===== src/hdl/trapezoid_move_planner_unit_macros.svh =====
// Assertion macros for the trapezoid move planner.
// Used by the top level; expects aclk and aresetn in scope.
`ifndef TRAPEZOID_MOVE_PLANNER_UNIT_MACROS_SVH
`define TRAPEZOID_MOVE_PLANNER_UNIT_MACROS_SVH

// Same-cycle implication, checked out of reset.
`define TMPU_ASSERT_IMPLIES(lbl, ante, cons) \
    lbl: assert property (@(posedge aclk) disable iff (!aresetn) (ante) |-> (cons)) \
        else $error("tmpu same-cycle check failed");

// Next-cycle implication, checked out of reset.
`define TMPU_ASSERT_NEXT(lbl, ante, cons) \
    lbl: assert property (@(posedge aclk) disable iff (!aresetn) (ante) |=> (cons)) \
        else $error("tmpu next-cycle check failed");

`endif


===== src/hdl/tmpu_pkg.sv =====
// Shared types and constants for the trapezoid move planner.
// No dependencies.
package tmpu_pkg;

    localparam int SPEED_W   = 16;
    localparam int MAG_W     = 15;
    localparam int STEPS_W   = 16;
    localparam int DIV_W     = 24;
    localparam int GAIN_W    = 24;
    localparam int RATIO_W   = 9;
    localparam int NUM_W     = 2 * MAG_W;
    localparam int DIV_CELLS = NUM_W;
    localparam int SQ_CELLS  = MAG_W;
    localparam int SQ_REM_W  = MAG_W + 2;
    localparam int PROD_W    = GAIN_W + STEPS_W;
    localparam int SUM_W     = PROD_W + 1;

    localparam logic [SPEED_W-1:0] END_MARKER = 16'h8000;
    localparam logic [RATIO_W-1:0] RATIO_ONE  = 9'd256;

    typedef enum logic [1:0] {
        REG_START_SPEED = 2'd0,
        REG_DIVISOR     = 2'd1,
        REG_GAIN        = 2'd2,
        REG_RATIO       = 2'd3
    } cfg_reg_t;

    typedef struct packed {
        logic [DIV_W-1:0] rem;
        logic [NUM_W-1:0] num;
        logic [NUM_W-1:0] quo;
    } div_st_t;

    typedef struct packed {
        logic [SQ_REM_W-1:0] rem;
        logic [NUM_W-1:0]    x;
        logic [MAG_W-1:0]    root;
    } sq_st_t;

    typedef struct packed {
        logic               marker;
        logic               dwell;
        logic               neg;
        logic [SPEED_W-1:0] raw;
        logic [STEPS_W-1:0] steps;
        logic [STEPS_W-1:0] acc2;
        logic               sq_sat;
        logic [MAG_W-1:0]   root;
    } payload_t;

endpackage


===== src/hdl/tmpu_sqrt_cell.sv =====
// One digit-by-digit square root cell: one root bit per cycle while enabled.
// Depends on tmpu_pkg.
module tmpu_sqrt_cell import tmpu_pkg::*; (
    input  logic   aclk,
    input  logic   en,
    input  sq_st_t st_in,
    output sq_st_t st_out
);
    logic [SQ_REM_W+1:0] t;
    logic [SQ_REM_W+1:0] trial;
    logic                take;
    sq_st_t              st_next;
    sq_st_t              st_reg;

    always_comb begin
        t     = {st_in.rem, st_in.x[NUM_W-1 -: 2]};
        trial = {2'b00, st_in.root, 2'b01};
        take  = (t >= trial);
        st_next.x    = {st_in.x[NUM_W-3:0], 2'b00};
        st_next.root = {st_in.root[MAG_W-2:0], take};
        if (take) begin
            st_next.rem = SQ_REM_W'(t - trial);
        end else begin
            st_next.rem = t[SQ_REM_W-1:0];
        end
    end

    always_ff @(posedge aclk) begin
        if (en) begin
            st_reg <= st_next;
        end
    end

    assign st_out = st_reg;
endmodule


===== config.mk =====
export PLATFORM = sky130hd
export DESIGN_NAME = tmpu_sqrt_cell
export DESIGN_NICKNAME = d
export VERILOG_FILES = /design/src/hdl/trapezoid_move_planner_unit_macros.svh /design/src/hdl/tmpu_pkg.sv /design/src/hdl/tmpu_sqrt_cell.sv
export SDC_FILE = /design/constraint.sdc
export NUM_CORES = 1
export LEC_CHECK = 0
export ABC_AREA = 1
export CORE_MARGIN = 2
export CORE_UTILIZATION = 40
export CTS_CLUSTER_SIZE = 8
export DETAILED_ROUTE_END_ITERATION = 8
export DONT_BUFFER_PORTS = 1
export SLEW_MARGIN = 10
export SYNTH_ARGS = -nofsm -noshare
export SYNTH_HDL_FRONTEND = slang
export SYNTH_SLANG_ARGS = --single-unit

===== constraint.sdc =====
create_clock -name aclk -period 4.7 [get_ports aclk]
set_input_delay 0.94 -clock aclk [delete_from_list [all_inputs] [get_ports aclk]]
set_output_delay 0.94 -clock aclk [all_outputs]
set_load 0.03 [all_outputs]

==> summary.txt, run 1 <==
Clocking
  – Postcts setup bufs: 0
  – CTS max path bufs: 2
  – Hold-fix buffers, CTS: 0
  – Cells resized by post-CTS repair: 0
  – Root Driver: clkbuf_8
  – H-tree depth: 3
  – CTS tree: built
  – Clk pin slew, worst setup/hold paths: 0.07 ns
  – Clock net sink count: 60
  – CTS Buf Count: 9

Synth
  – Post-Syn Area per Cell: 9.49 um2
  – Register bit total from synthesis: 60
  – Synth unique cells: 28
  – Leading register cell type out of synthesis: edfxtp_1
  – Mapped Area: 0.00324 mm2
  – Number of flops mapped to enable cells by yosys: 60
  – Sequential area share after synthesis: 55.7%
  – Cells after synthesis: 341
  – Async S/R FF share, synth: 0%
  – Yosys Warn Count: 0

GRT
  – Initial antenna violation count: 0
  – Global-route wire length before repair: 10600 um
  – Overflow after GRT: 0
  – Largest net degree at the start of global routing: 61
  – Vias in the first global route: 2159
  – Tot GR Track Use: 15.8%

Pwr
  – Sequential share of power: 59.1%
  – Leak: 1.64 nW
  – Sw Ratio: 32.0%
  – Comb power frac: 12.6%
  – Clock share of power: 28.3%
  – Sw power: 0.000424 W
  – Internal power: 0.000902 W
  – Peak supply drop: 0.128 mV
  – Cell Pwr Density: 381 mW/mm2

Drt
  – Drt first pass iters: 4
  – DR vias/cell: 4.81
  – DR WL/cell: 14.7 um
  – Initial DRC count: 74
  – Via count: 2184
  – DRC viols: 0
  – Final wirelength: 6680 um
  – Post-route ant nets: 0

Worst setup path
  – Cell mode on critical path: nand2_1
  – Critical path peak fanout: 19
  – Worst path slowest cell: nor2_4
  – Slowest stage delay, CP: 0.47 ns
  – CP startpoint kind: primary input
  – Required time of the critical path: 4.79 ns
  – CP Cell Sequence: inv_1 > ha_1 > nand2_1 > nand2_1 > nand2_1 > nand2_1 > nand2_1 > nand2_1 > nor2_4 > nand2_8 > nand3_1 > nand2_1
  – Critical path arrival: 2.58 ns
  – Crit path capture type: flop
  – WS Path Type: primary input to flop

Timing
  – Final period util: 53.0%
  – Setup TNS: 0 ns
  – Relative slew margins: 62.9%
  – RSZ-0062 raised after global routing: no
  – Count of final max-slew check failures: 0
  – Max Clock Freq: 401 MHz
  – Final hold vios: 0
  – PnR worst setup slack: 2.21 ns
  – Setup violations, final: 0
  – Worst-Margin Slew: 0.555 ns
  – Period minus WS final: 2.49 ns

Place
  – IO buf count: 0
  – Detail Placement HPWL: 4970 um
  – Place WS: 1.87 ns
  – Placement Cell Area: 0.00332 mm2
  – Gpl congestion: 0.896

Die
  – Effective utilization at floorplan: 41.7%
  – DIE WIDTH: 94.0 um
  – Core Area: 0.00777 mm2
  – Die ar.: 0.00883 mm2
  – Rows: 32
  – I/O pin cnt: 126
  – Die extent in y: 94.0 um

Run
  – Max-Cap Viols: 0

Hold path
  – Worst hold path class: primary input to flop
  – Hold Path Sink: st_out[1]$_DFFE_PP_
  – Worst hold stages: 0
  – HP Start: st_in[0]

Cells and area
  – Area grow syn2layout: 7.46%
  – Filler Cells Inserted: 784
  – Final core occ: 44.8%
  – Finished layout cell area: 0.00348 mm2
  – Nets: 429
  – Max reg flops: 60
  – Diodes inserted: 0
  – Share of cells above drive strength 1: 9.94%

Run status
  – Outcome: finished clean
[per-layer routing]
layer / share of wire (%) / global-route usage [%] / up-vias
li1: - / - / 1108
met1: 43 / 18.6 / 965
met2: 46 / 25.1 / 107
met3: 9.7 / 7.87 / 4
met4: 0.85 / 5.43 / 0
met5: 0 / 0 / -
[power groups by stage]
stage | clock network (W) | registers [W] | logic, W
after floorplan | 0 | 0.000787 | 0.000141
after global placement | 0 | 0.000796 | 0.000165
after detailed placement | 0 | 0.000796 | 0.000166
after CTS | 0.000395 | 0.000785 | 0.000168
after global routing | 0.000418 | 0.000789 | 0.000194
final | 0.000375 | 0.000783 | 0.000167
[critical path, delay by kind of cell]
kind                     cells  cell delay [ns]
AND/OR/NAND/NOR             10             1.24
adder cells (fa/ha/maj)      1             0.36
buffers and inverters        1             0.02
[area by class of cell]
class / instances / area, um2 / area share, %
sequential: 60 / 1800 / 51.8
multi-input combinational: 214 / 1160 / 33.2
inverter: 63 / 236 / 6.80
tap: 102 / 128 / 3.67
clock buffer: 9 / 124 / 3.56
clock inverter: 6 / 32.5 / 0.935
[cells by family (layout without fill, tap and decap cells)]
| family | count (synthesis) | after routing | synth area share [%] |
|---|---|---|---|
| simple gates | 176 | 176 | 25.3 |
| buf+inv | 68 | 78 | 8.74 |
| flops | 60 | 60 | 55.7 |
| fa+ha+maj | 17 | 17 | 6.57 |
| compound gates | 13 | 13 | 2.01 |
| xor+xnor | 6 | 6 | 1.62 |
| other cells | 1 | 2 | 0.116 |
[synthesized netlist by cell type (2+ instances only)]
cell type / count / area [um2]
nand2_1: 114 / 428
edfxtp_1: 60 / 1800
inv_1: 60 / 225
nand3_1: 27 / 135
ha_1: 17 / 213
a21oi_1: 11 / 55.1
nor2_1: 7 / 26.3
nand3b_1: 6 / 45.0
nand2_2: 5 / 31.3
xor2_1: 5 / 43.8
nor2_2: 4 / 25.0
inv_2: 3 / 11.3
nand3_2: 3 / 30.0
buf_4: 2 / 15.0
nor3_1: 2 / 10.0
o21ai_0: 2 / 10.0
or2_2: 2 / 12.5
[metrics by stage]
stage / hold WS [ns] / total power, W / cells
finish: 0.699 / 0.00133 / 454
global placement: 1.04 / 0.000961 / 439
CTS: 0.673 / 0.00135 / 454
floorplan: 1.04 / 0.000928 / 342
global route: 0.666 / 0.00140 / 454
detailed placement: 1.04 / 0.000962 / 439
[how the worst max path moves through the flow]
stage / from / end / slack (ns)
after floorplan: st_in[11] / st_out[48]$_DFFE_PP_ / 2.22
after global placement: st_in[10] / st_out[46]$_DFFE_PP_ / 1.92
after detailed placement: st_in[10] / st_out[61]$_DFFE_PP_ / 1.87
after CTS: st_in[10] / st_out[58]$_DFFE_PP_ / 2.23
after global routing: st_in[10] / st_out[58]$_DFFE_PP_ / 2.06
final: st_in[10] / st_out[58]$_DFFE_PP_ / 2.21
[layout by cell type, fill, tap and decap left out]
cell type and instances:
conb_1 2, nand4_1 1, clkinv_2 2, xnor2_1 1, clkbuf_8 9, nor3_2 1, clkinvlp_4 2, nand2_4 1
nand3_1 27, a21oi_1 11, nand2_2 5, nand3b_1 6, clkinv_1 2, edfxtp_1 60, or2_2 2, inv_1 60
nand3_2 3, nor2_2 4, nor3_1 2, inv_2 3, nor3_4 1, o21ai_0 2, nand2_1 114, nor2_4 1
nand2_8 1, xor2_1 5, nor2_1 7, ha_1 17
(Power assumes the default switching activity.)
==> run 2: changes to the inputs <==
==> constraint.sdc (replaced) <==
create_clock -name aclk -period 2.1 [get_ports aclk]
set_input_delay 0.42 -clock aclk [delete_from_list [all_inputs] [get_ports aclk]]
set_output_delay 0.42 -clock aclk [all_outputs]
set_load 0.03 [all_outputs]
==> summary.txt, run 2 (synthesized netlist as in run 1, its figures left out) <==
GRT
  – Global-route wire length before repair: 10700 um
  – Vias in the first global route: 2154
  – Initial antenna violation count: 0
  – Overflow after GRT: 0
  – Tot GR Track Use: 16.1%
  – Largest net degree at the start of global routing: 61

Cells and area
  – Diodes inserted: 0
  – Commonest non-fill, non-tap cell in the layout: nand2_1
  – Share of cells above drive strength 1: 11.2%
  – Nets: 434
  – Finished layout cell area: 0.00352 mm2
  – Final core occ: 45.3%
  – Commonest non-fill, non-tap cells in the layout: 114 x nand2_1, 60 x inv_1, 60 x edfxtp_1
  – Area grow syn2layout: 8.62%
  – Max reg flops: 60

Die
  – Effective utilization at floorplan: 41.7%
  – I/O pin cnt: 126
  – Die extent in y: 94.0 um
  – Die ar.: 0.00883 mm2
  – DIE WIDTH: 94.0 um
  – Rows: 32
  – Core Area: 0.00777 mm2

Clocking
  – CTS tree: built
  – H-tree depth: 3
  – CTS max path bufs: 2
  – Root Driver: clkbuf_8
  – Hold-fix buffers, CTS: 0
  – Postcts setup bufs: 0
  – CTS Buf Count: 9
  – Clk pin slew, worst setup/hold paths: 0.07 ns
  – Cells resized by post-CTS repair: 0
  – Clock net sink count: 60

Timing
  – Hold WS: 0.172 ns
  – Count of final max-slew check failures: 0
  – Setup violations, final: 0
  – Final period util: 80.6%
  – Final hold vios: 0
  – Period minus WS final: 1.69 ns
  – PnR worst setup slack: 0.408 ns
  – Max Clock Freq: 591 MHz
  – Setup TNS: 0 ns
  – RSZ-0062 raised after global routing: no

Worst setup path
  – WS Path Type: primary input to flop
  – Critical path arrival: 1.79 ns
  – Crit path capture: st_out[49]$_DFFE_PP_
  – Required time of the critical path: 2.19 ns
  – CP startpoint kind: primary input
  – Beginning of the critical path: st_in[8]
  – Crit path capture type: flop
  – Critical path peak fanout: 7

Place
  – Place WS: 0.0418 ns
  – Placement Cell Area: 0.00336 mm2
  – IO buf count: 0
  – Gpl congestion: 0.874
  – Detail Placement HPWL: 5180 um

Drt
  – Initial DRC count: 85
  – Final wirelength: 6860 um
  – DR WL/cell: 14.9 um
  – Post-route ant nets: 0
  – DRC viols: 0
  – DR vias/cell: 4.79
  – Via count: 2199
  – Drt first pass iters: 5

Run status
  – Outcome: finished clean

Run
  – Max-Cap Viols: 0

Hold path
  – Worst hold path class: primary input to flop
  – Worst hold stages: 0

Pwr
  – Peak supply drop: 0.270 mV
  – Cell Pwr Density: 853 mW/mm2
  – Leak: 1.67 nW
[run 2: worst min-delay path by stage]
stage / start / end
5_1_grt: st_in[10] / st_out[11]$_DFFE_PP_
2_1_floorplan: st_in[9] / st_out[10]$_DFFE_PP_
3_3_place_gp: st_in[17] / st_out[19]$_DFFE_PP_
3_5_place_dp: st_in[34] / st_out[36]$_DFFE_PP_
4_1_cts: st_in[10] / st_out[11]$_DFFE_PP_
6_report: st_in[12] / st_out[13]$_DFFE_PP_
[run 2: power by group]
group / switching, W / internal [W]
logic: 0.000242 / 0.000143
clock network: 0.000455 / 0.000408
registers: 0.000278 / 0.00147
total: 0.000975 / 0.00202
[run 2: area by class of cell]
class | count | area, um2
clock inverters | 6 | 32.5
repair buffers | 5 | 37.5
multi-input cells | 214 | 1160
flip-flops and latches | 60 | 1800
well taps | 102 | 128
inverters | 63 | 236
clock buffers | 9 | 124
fillers | 763 | 4250
[run 2: through the flow]
stage / std cells / total power (W)
after detailed placement: 444 / 0.00217
after global placement: 444 / 0.00216
final: 459 / 0.00300
after floorplan: 342 / 0.00208
after global routing: 459 / 0.00316
after CTS: 459 / 0.00304
[run 2: worst max-delay path, stage by stage]
cell and delay (ns):
inv_1 0.02, ha_1 0.37, nand2_1 0.13, inv_2 0.08
nand2_2 0.05, nor2_1 0.10, nand2_1 0.09, nand3_2 0.10
nand2_4 0.11, buf_4 0.19, nand3_1 0.06, nand2_1 0.06
[run 2: routing by layer]
layer | vias to the layer above | wire length (um) | global-route usage (%)
li1 | 1114 | - | -
met1 | 975 | 2990 | 18.6
met2 | 101 | 3180 | 26.4
met3 | 9 | 597 | 6.50
met4 | 0 | 90 | 6.88
met5 | - | 0 | 0
