## config.mk

```make
export PLATFORM = sky130hd
export DESIGN_NAME = tmpu_div_cell
export DESIGN_NICKNAME = d
export VERILOG_FILES = /design/src/hdl/trapezoid_move_planner_unit_macros.svh /design/src/hdl/tmpu_pkg.sv /design/src/hdl/tmpu_div_cell.sv
export SDC_FILE = /design/constraint.sdc
export NUM_CORES = 1
export LEC_CHECK = 0
export ABC_AREA = 0
export CAP_MARGIN = 10
export CORE_MARGIN = 2
export CORE_UTILIZATION = 25
export CTS_BUF_LIST = sky130_fd_sc_hd__clkbuf_8
export CTS_CLUSTER_SIZE = 14
export DETAILED_ROUTE_END_ITERATION = 8
export DONT_BUFFER_PORTS = 1
export PLACE_DENSITY = 0.48
export SLEW_MARGIN = 20
export SYNTH_ARGS = -nofsm -noshare
export SYNTH_HDL_FRONTEND = slang
export SYNTH_SLANG_ARGS = --single-unit
export TNS_END_PERCENT = 100
```

## constraint.sdc

```tcl
create_clock -name aclk -period 5.85 [get_ports aclk]
set_input_delay 0.2925 -clock aclk [delete_from_list [all_inputs] [get_ports aclk]]
set_output_delay 0.2925 -clock aclk [all_outputs]
set_load 0.05 [all_outputs]
```

## src/hdl/trapezoid_move_planner_unit_macros.svh

```systemverilog
// Assertion macros for the trapezoid move planner.
// Used by the top level; expects aclk and aresetn in scope.
`ifndef TRAPEZOID_MOVE_PLANNER_UNIT_MACROS_SVH
`define TRAPEZOID_MOVE_PLANNER_UNIT_MACROS_SVH

// Same-cycle implication, checked out of reset.
`define TMPU_ASSERT_IMPLIES(lbl, ante, cons) \
    lbl: assert property (@(posedge aclk) disable iff (!aresetn) (ante) |-> (cons)) \
        else $error("tmpu same-cycle check failed");

// Next-cycle implication, checked out of reset.
`define TMPU_ASSERT_NEXT(lbl, ante, cons) \
    lbl: assert property (@(posedge aclk) disable iff (!aresetn) (ante) |=> (cons)) \
        else $error("tmpu next-cycle check failed");

`endif

```

## src/hdl/tmpu_pkg.sv

```systemverilog
// Shared types and constants for the trapezoid move planner.
// No dependencies.
package tmpu_pkg;

    localparam int SPEED_W   = 16;
    localparam int MAG_W     = 15;
    localparam int STEPS_W   = 16;
    localparam int DIV_W     = 24;
    localparam int GAIN_W    = 24;
    localparam int RATIO_W   = 9;
    localparam int NUM_W     = 2 * MAG_W;
    localparam int DIV_CELLS = NUM_W;
    localparam int SQ_CELLS  = MAG_W;
    localparam int SQ_REM_W  = MAG_W + 2;
    localparam int PROD_W    = GAIN_W + STEPS_W;
    localparam int SUM_W     = PROD_W + 1;

    localparam logic [SPEED_W-1:0] END_MARKER = 16'h8000;
    localparam logic [RATIO_W-1:0] RATIO_ONE  = 9'd256;

    typedef enum logic [1:0] {
        REG_START_SPEED = 2'd0,
        REG_DIVISOR     = 2'd1,
        REG_GAIN        = 2'd2,
        REG_RATIO       = 2'd3
    } cfg_reg_t;

    typedef struct packed {
        logic [DIV_W-1:0] rem;
        logic [NUM_W-1:0] num;
        logic [NUM_W-1:0] quo;
    } div_st_t;

    typedef struct packed {
        logic [SQ_REM_W-1:0] rem;
        logic [NUM_W-1:0]    x;
        logic [MAG_W-1:0]    root;
    } sq_st_t;

    typedef struct packed {
        logic               marker;
        logic               dwell;
        logic               neg;
        logic [SPEED_W-1:0] raw;
        logic [STEPS_W-1:0] steps;
        logic [STEPS_W-1:0] acc2;
        logic               sq_sat;
        logic [MAG_W-1:0]   root;
    } payload_t;

endpackage

```

## src/hdl/tmpu_div_cell.sv

```systemverilog
// One restoring-division cell: one quotient bit per cycle while enabled.
// Depends on tmpu_pkg.
module tmpu_div_cell import tmpu_pkg::*; (
    input  logic             aclk,
    input  logic             en,
    input  logic [DIV_W-1:0] divisor,
    input  div_st_t          st_in,
    output div_st_t          st_out
);
    logic [DIV_W:0] trial;
    logic           take;
    div_st_t        st_next;
    div_st_t        st_reg;

    always_comb begin
        trial = {st_in.rem, st_in.num[NUM_W-1]};
        take  = (trial >= {1'b0, divisor});
        st_next.num = {st_in.num[NUM_W-2:0], 1'b0};
        st_next.quo = {st_in.quo[NUM_W-2:0], take};
        if (take) begin
            st_next.rem = DIV_W'(trial - {1'b0, divisor});
        end else begin
            st_next.rem = trial[DIV_W-1:0];
        end
    end

    always_ff @(posedge aclk) begin
        if (en) begin
            st_reg <= st_next;
        end
    end

    assign st_out = st_reg;
endmodule

```

==> metrics.cfg, run 1 <==
[run_status]
status=complete, no violations

[grt]
grt_overflow_total=0
grt_max_degree=84
grt_pass1_vias=3145
grt_pass1_wl_um=19090
track_usage_pct=13.22
antenna_found_initial=0

[timing]
max_freq_ghz=0.3825
finalSetupViolations=0
relSlewSlack_pct=37.07
grt_setup_unrepaired=false
finalHoldViolations=0
period_minus_slack_ns=2.614
fin_setup_tns_ns=0
worst_pin_slew_ns=0.9292
report.final.slew_viol_count=0
fin_crit_sh_pct=44.69

[logic_synthesis]
synth_ff_type=edfxtp_1
netlist_instances=364
synth.cells.most_frequent=83 x edfxtp_1, 33 x inv_1, 24 x a21oi_1, 24 x ha_1
synthMostInstantiatedCell=edfxtp_1
synth_cell_types=62
muxShareOfSynthArea_pct=2.924
yosys.area.top_type=edfxtp_1
synth-compound-area-share_pct=16.18
async_flop_share_pct=0
synth_top_family_by_area=compound AO/OA/AOI/OAI gates
ys_ff_latch=83
yosysSeqAreaShare_pct=55.47
syn_avg_cell_area_sq_um=12.34
yosysTopAreaCellShare_pct=55.47
synth-xor-area-share_pct=2.144
synthesis.yosys.warnings=0
syn-num-nets=499
synthesis.area_sq_um=4493
synth_edf_count=83
synth.area.top_cells=edfxtp_1 55%, ha_1 6.7%, inv_1 2.8%, a21oi_1 2.7%, nand3_1 1.8%
yosys.area_share.simple_pct=10.69
synthAdderAreaFrac_pct=7.129

[critical_path]
slowest_stage=o311ai_1
crit_cells=8
cp.arrival_ns=2.85
slowest_delay_ns=0.87
critPathRequiredTime_ns=6.09
path_class=in -> reg
cpLargestDelayFamily=compound AO/OA/AOI/OAI gates
crit_chain=inv_1, ha_1, a21oi_1, o21ai_0, o311ai_1, buf_4, and3_1, a31o_2
critPathLaunchType=input pin
cp_max_fo=7
critPathBufInv=2
worst_setup_path_end_kind=flop

[routing]
drc=0
wl_um=13250
vias_per_cell=4.798
drt-wirelength-per-cell_um=20.26
via_count=3138
drt_iter0_drc=198
dr.pass1.iters=4
antenna_left=0

[cells_and_area]
fin_nets=555
n_antenna_cell=0
drive_gt1_share_pct=9.882
instances_no_fill=654
syn_to_final_growth_pct=21.89
largest_reg_flops=83

[die]
rows=49
dieWidth_um=138.1
ioPinCount=194
die_h_um=138.1
design.die.area_sq_um=19060
coreArea_sq_um=17780
start_util_pct=25.27

[power_and_ir_drop]
ir_drop_v=0.0001242
p_sw_uw=588.6
combPwrFrac_pct=15.7
pwr-share-clk_pct=25.5
power_mw=1.641
power.internal_mw=1.052
powerDensity_nw_per_um2=299.6
seqPwrFrac_pct=58.8
swShare_pct=35.87
leakagePower_nw=2.003

[clock_tree]
cts_buffers=9
cts_tree=done
cts_sinks=83
cts_setup_buffers=0
cts.clk_slew.worst_paths_ns=0.10
hold_buffers=38
clock_path_buffers=2
root_buffer=clkbuf_8
htree_num_levels=3
ctsResizeCount=0

[place]
place_inst=579
dpl.hpwl_um=10040
place.gp.congestion=0.8265
port_buffers=0

[min_path]
whs_path_depth=0
hold_path.class=in -> reg
min_to=st_out[10]
min-delay-start=en

[run]
cap_viol_max_count=0

==> power groups by stage <==
stage	registers, mW	logic (mW)	clock network, mW
2_1_floorplan	0.967	0.181	0
3_3_place_gp	0.981	0.223	0
3_5_place_dp	0.982	0.224	0
4_1_cts	0.969	0.247	0.446
5_1_grt	0.971	0.283	0.472
6_report	0.965	0.257	0.418
==> worst max path at each step <==
stage | to | startpoint | slack, ns
6_report | st_out[74] | divisor[12] | 3.24
3_3_place_gp | st_out[70] | divisor[18] | 2.93
5_1_grt | st_out[63] | divisor[18] | 3.15
2_1_floorplan | st_out[70] | divisor[9] | 3.38
4_1_cts | st_out[74] | divisor[12] | 3.28
3_5_place_dp | st_out[74] | divisor[12] | 2.88
==> cells by family (layout without fill, tap and decap cells) <==
kind of cell / after synthesis / in the layout
compound gates: 96 / 96
xor+xnor: 11 / 11
fa+ha+maj: 25 / 25
buf+inv: 50 / 111
flops: 83 / 83
mux: 10 / 10
other cells: 1 / 1
simple gates: 88 / 88
==> cells in the final DEF, fill, tap and decap left out, types with 2 or more instances in the layout <==
cell,count
o211a_1,2
nor2_1,10
or3_1,4
o211ai_1,3
o31a_1,4
ha_1,24
inv_6,3
a31oi_1,2
mux2_4,5
inv_1,34
o221ai_1,4
and2_1,2
o21ai_0,14
nor3b_1,2
o2111ai_1,3
a21oi_1,24
nand3_1,16
nor3_1,13
nand2_1,16
and3_1,6
a211oi_1,3
dlygate4sd3_1,59
xor2_1,3
buf_4,2
or2_2,2
nand4_1,7
o31ai_1,7
clkinv_4,2
edfxtp_1,83
a21boi_0,3
nor2b_1,4
mux2_2,5
o21a_1,9
xnor2_1,8
clkbuf_8,9
==> layer usage <==
layer  vias to the layer above  track usage, %  wire length, um
li1                       1499               -                -
met3                        16           6.235             1267
met2                       141           22.69             6457
met4                         0           4.511              273
met5                         -               0                0
met1                      1482           14.38             5251
==> cell type report <==
class / count / area, sq um
Sequential cell: 83 / 2492
Inverter: 34 / 132.6
Timing Repair Buffer: 61 / 605.6
Clock buffer: 9 / 123.9
Tap cell: 229 / 286.5
Fill cell: 1822 / 12300
Multi-Input combinational cell: 231 / 1759
Clock inverter: 7 / 76.32
==> stage by stage <==
step	worst slack, ns	util (%)	hold WS, ns	instance area, sq um
final	3.236	30.80	0.04304	5477
after global routing	3.150	30.80	0.003870	5477
after CTS	3.277	29.62	0.002524	5266
after detailed placement	2.879	26.35	0.3914	4686
after global placement	2.932	26.35	0.3914	4686
after floorplan	3.380	-	0.3914	4493
(Power assumes the default switching activity.)
==> run 2, diff against run 1 <==
Settings changed: ABC_AREA 0 to 1.
Clock period 5.85 ns to 2.7 ns, I/O delays scaled along.
==> run 2 against run 1 <==
Setup slack lost 2.4 ns; die area rose by 7.5%; combinational power rose by 140%; sequential power increased by 120%; sequential share of layout area fell by 4.9 points; synthesized area is 7.7% higher; power increased by 120%; sequential cell count stayed put; synthesized cell count increased by 57%.
==> metrics.cfg, run 2 <==
[timing]
finalHoldViolations=0  ; unchanged
report.final.slew_viol_count=0  ; unchanged
fin_setup_tns_ns=0  ; unchanged
grt_setup_unrepaired=false  ; unchanged
relSlewSlack_pct=64.79  ; was 37.07%
max_freq_ghz=0.5228
period_minus_slack_ns=1.913
worst_pin_slew_ns=0.5293  ; was 0.9292 ns
finalSetupViolations=0  ; unchanged
fin_crit_sh_pct=70.84

[logic_synthesis]
syn-num-nets=706  ; was 499
netlist_instances=571  ; was 364
ys_ff_latch=83  ; unchanged
synthesis.yosys.warnings=0  ; unchanged
synth.area.top_cells=edfxtp_1 51%, nand2_1 17%, inv_1 9.2%, ha_1 6.2%, nand4_1 3.7%  ; was edfxtp_1 55%, ha_1 6.7%, inv_1 2.8%, a21oi_1 2.7%, nand3_1 1.8%
yosys.area.top_type=edfxtp_1  ; unchanged
async_flop_share_pct=0  ; unchanged
synth_ff_type=edfxtp_1  ; unchanged
synth_cell_types=26  ; was 62
yosysTopAreaCellShare_pct=51.50  ; was 55.47%
synthesis.area_sq_um=4840  ; was 4493 sq um
yosysSeqAreaShare_pct=51.50  ; was 55.47%
synth.cells.most_frequent=217 x nand2_1, 118 x inv_1, 83 x edfxtp_1  ; was 83 x edfxtp_1, 33 x inv_1, 24 x a21oi_1, 24 x ha_1
synth_edf_count=83  ; unchanged
synthMostInstantiatedCell=nand2_1  ; was edfxtp_1
syn_avg_cell_area_sq_um=8.476  ; was 12.34 sq um

[clock_tree]
cts_sinks=83  ; unchanged
cts.clk_slew.worst_paths_ns=0.08  ; was 0.10 ns
cts_setup_buffers=0  ; unchanged
ctsResizeCount=0  ; unchanged
clock_path_buffers=2  ; unchanged
cts_tree=done  ; unchanged
cts_buffers=9  ; unchanged
hold_buffers=80  ; was 38
root_buffer=clkbuf_8  ; unchanged
htree_num_levels=3  ; unchanged

[run_status]
status=complete, no violations  ; unchanged

[routing]
drt-wirelength-per-cell_um=16.33  ; was 20.26 um
dr.pass1.iters=4  ; unchanged
via_count=3958  ; was 3,138
vias_per_cell=4.293  ; was 4.798
wl_um=15050  ; was 13,250 um
drc=0  ; unchanged
drt_iter0_drc=149  ; was 198
antenna_left=0  ; unchanged

[power_and_ir_drop]
powerDensity_nw_per_um2=581.0  ; was 299.6 nW/um^2
power_mw=3.566  ; was 1.641 mW
ir_drop_v=0.0001757  ; was 0.0001242 V
leakagePower_nw=2.880  ; was 2.003 nW

[cells_and_area]
instances_no_fill=922  ; was 654
layout_commonest_cell=nand2_1  ; was edfxtp_1
syn_to_final_growth_pct=26.84  ; was 21.89%
final_area_sq_um=6138  ; was 5477 sq um
fin_nets=792  ; was 555
largest_reg_flops=83  ; unchanged
drive_gt1_share_pct=4.683  ; was 9.882%
register_area_sq_um=2492  ; unchanged
filler_cell_count=2005  ; was 1,822
final_cell_mix=217 x nand2_1, 118 x inv_1, 83 x edfxtp_1  ; was 83 x edfxtp_1, 59 x dlygate4sd3_1, 34 x inv_1
multi_input_area_sq_um=1841  ; was 1759 sq um
n_antenna_cell=0  ; unchanged

[run]
cap_viol_max_count=0  ; unchanged

[min_path]
min-delay-start=st_in[68]  ; was en
hold_path.class=in -> reg  ; unchanged

[die]
die_h_um=143.1  ; was 138.1 um
design.die.area_sq_um=20490  ; was 19,060 sq um
dieWidth_um=143.1  ; was 138.1 um
start_util_pct=25.70  ; was 25.27%
coreArea_sq_um=18830  ; was 17,780 sq um
rows=50  ; was 49
ioPinCount=194  ; unchanged

[grt]
track_usage_pct=14.40  ; was 13.22%
grt_max_degree=84  ; unchanged
grt_pass1_wl_um=22110  ; was 19,090 um
grt_overflow_total=0  ; unchanged
grt_pass1_vias=4060  ; was 3,145
antenna_found_initial=0  ; unchanged

[place]
port_buffers=0  ; unchanged
place_inst=826  ; was 579
place.gp.congestion=0.8271  ; was 0.8265
dpl.hpwl_um=11290  ; was 10,040 um
placed_cell_area_sq_um=5135  ; was 4686 sq um

[critical_path]
worstSetupStartpoint=divisor[8]  ; was divisor[12]
critPathRequiredTime_ns=2.82  ; was 6.09 ns
cp_max_fo=25  ; was 7
slowest_delay_ns=0.35  ; was 0.87 ns
worst_setup_path_end_kind=flop  ; unchanged
critPathLaunchType=input pin  ; unchanged
cp_common_cell=nand2_1
slowest_stage=ha_1  ; was o311ai_1
crit_chain=inv_1, ha_1, nand2_1, inv_1, nand2_1, nand2_1, inv_1, nand3_1, nand3_4, nand3_4, nand2_1, nand2_1  ; was inv_1, ha_1, a21oi_1, o21ai_0, o311ai_1, buf_4, and3_1, a31o_2
path_class=in -> reg  ; unchanged
cp.arrival_ns=2.03  ; was 2.85 ns

## run 2: changes by cell type after synthesis, moves of 7 or more
| cell | delta |
|---|---|
| a21oi_1 | -14 |
| nor2_1 | +17 |
| nand2_1 | +201 |
| nand3_1 | +10 |
| o21ai_0 | -14 |
| xor2_1 | +7 |
| xnor2_1 | -7 |
| nor3_1 | -12 |
| o31ai_1 | -7 |
| inv_1 | +85 |
| o21a_1 | -8 |
| nand4_1 | +22 |
## run 2: cell families (layout without fill, tap and decap cells)
logic type,count (synthesis),after routing,synth area share (%)
AND/OR/NAND/NOR,311,311,27.82
adder cells (fa/ha/maj),25,25,6.618
XOR/XNOR,11,11,1.991
buffers and inverters,128,219,10.47
other,1,1,0.07749
flip-flops,83,83,51.50
AO/OA/AOI/OAI,12,12,1.526
## run 2: metal layers
| layer | vias up | GRT usage (%) | routed length (um) |
|---|---|---|---|
| li1 | 1987 | - | - |
| met2 | 144 | 25.94 | 7314 |
| met5 | - | 0 | 0 |
| met3 | 13 | 3.789 | 1103 |
| met1 | 1814 | 16.75 | 6453 |
| met4 | 0 | 4.117 | 182 |
## run 2: critical path, delay by kind of cell
| family | cells | cell delay [ns] |
|---|---|---|
| fa+ha+maj | 1 | 0.35 |
| buf+inv | 3 | 0.13 |
| simple gates | 8 | 1.41 |
## run 2: stage by stage
stage	hold WS [ns]	utilization [%]	setup WS (ns)
after CTS	0.009865	32.60	0.7770
after detailed placement	0.2339	27.27	0.3620
after global placement	0.2339	27.27	0.3903
final	0.03819	32.60	0.7873
after global routing	0.03202	32.60	0.5978
after floorplan	0.2339	-	0.9616
## run 2: path summary, 6_finish.rpt
kind / end / slack, ns / cells past startpoint
max: st_out[69] / 0.79 / 12
min: st_out[69] / 0.04 / 2
## run 2: power by group
part | switching [mW] | internal, mW | total, mW
Sequential | 0.493 | 1.58 | 2.08
Combinational | 0.381 | 0.246 | 0.627
Clock | 0.512 | 0.352 | 0.864
Total | 1.39 | 2.18 | 3.57
## run 2: final cells by class
cell class | count | area share [%]
clock buffer | 9 | 2.018
clock inverter | 7 | 0.9988
inverter | 119 | 7.277
multi-input combinational | 360 | 29.98
sequential | 83 | 40.60
tap | 260 | 5.300
timing repair buffer | 84 | 13.82
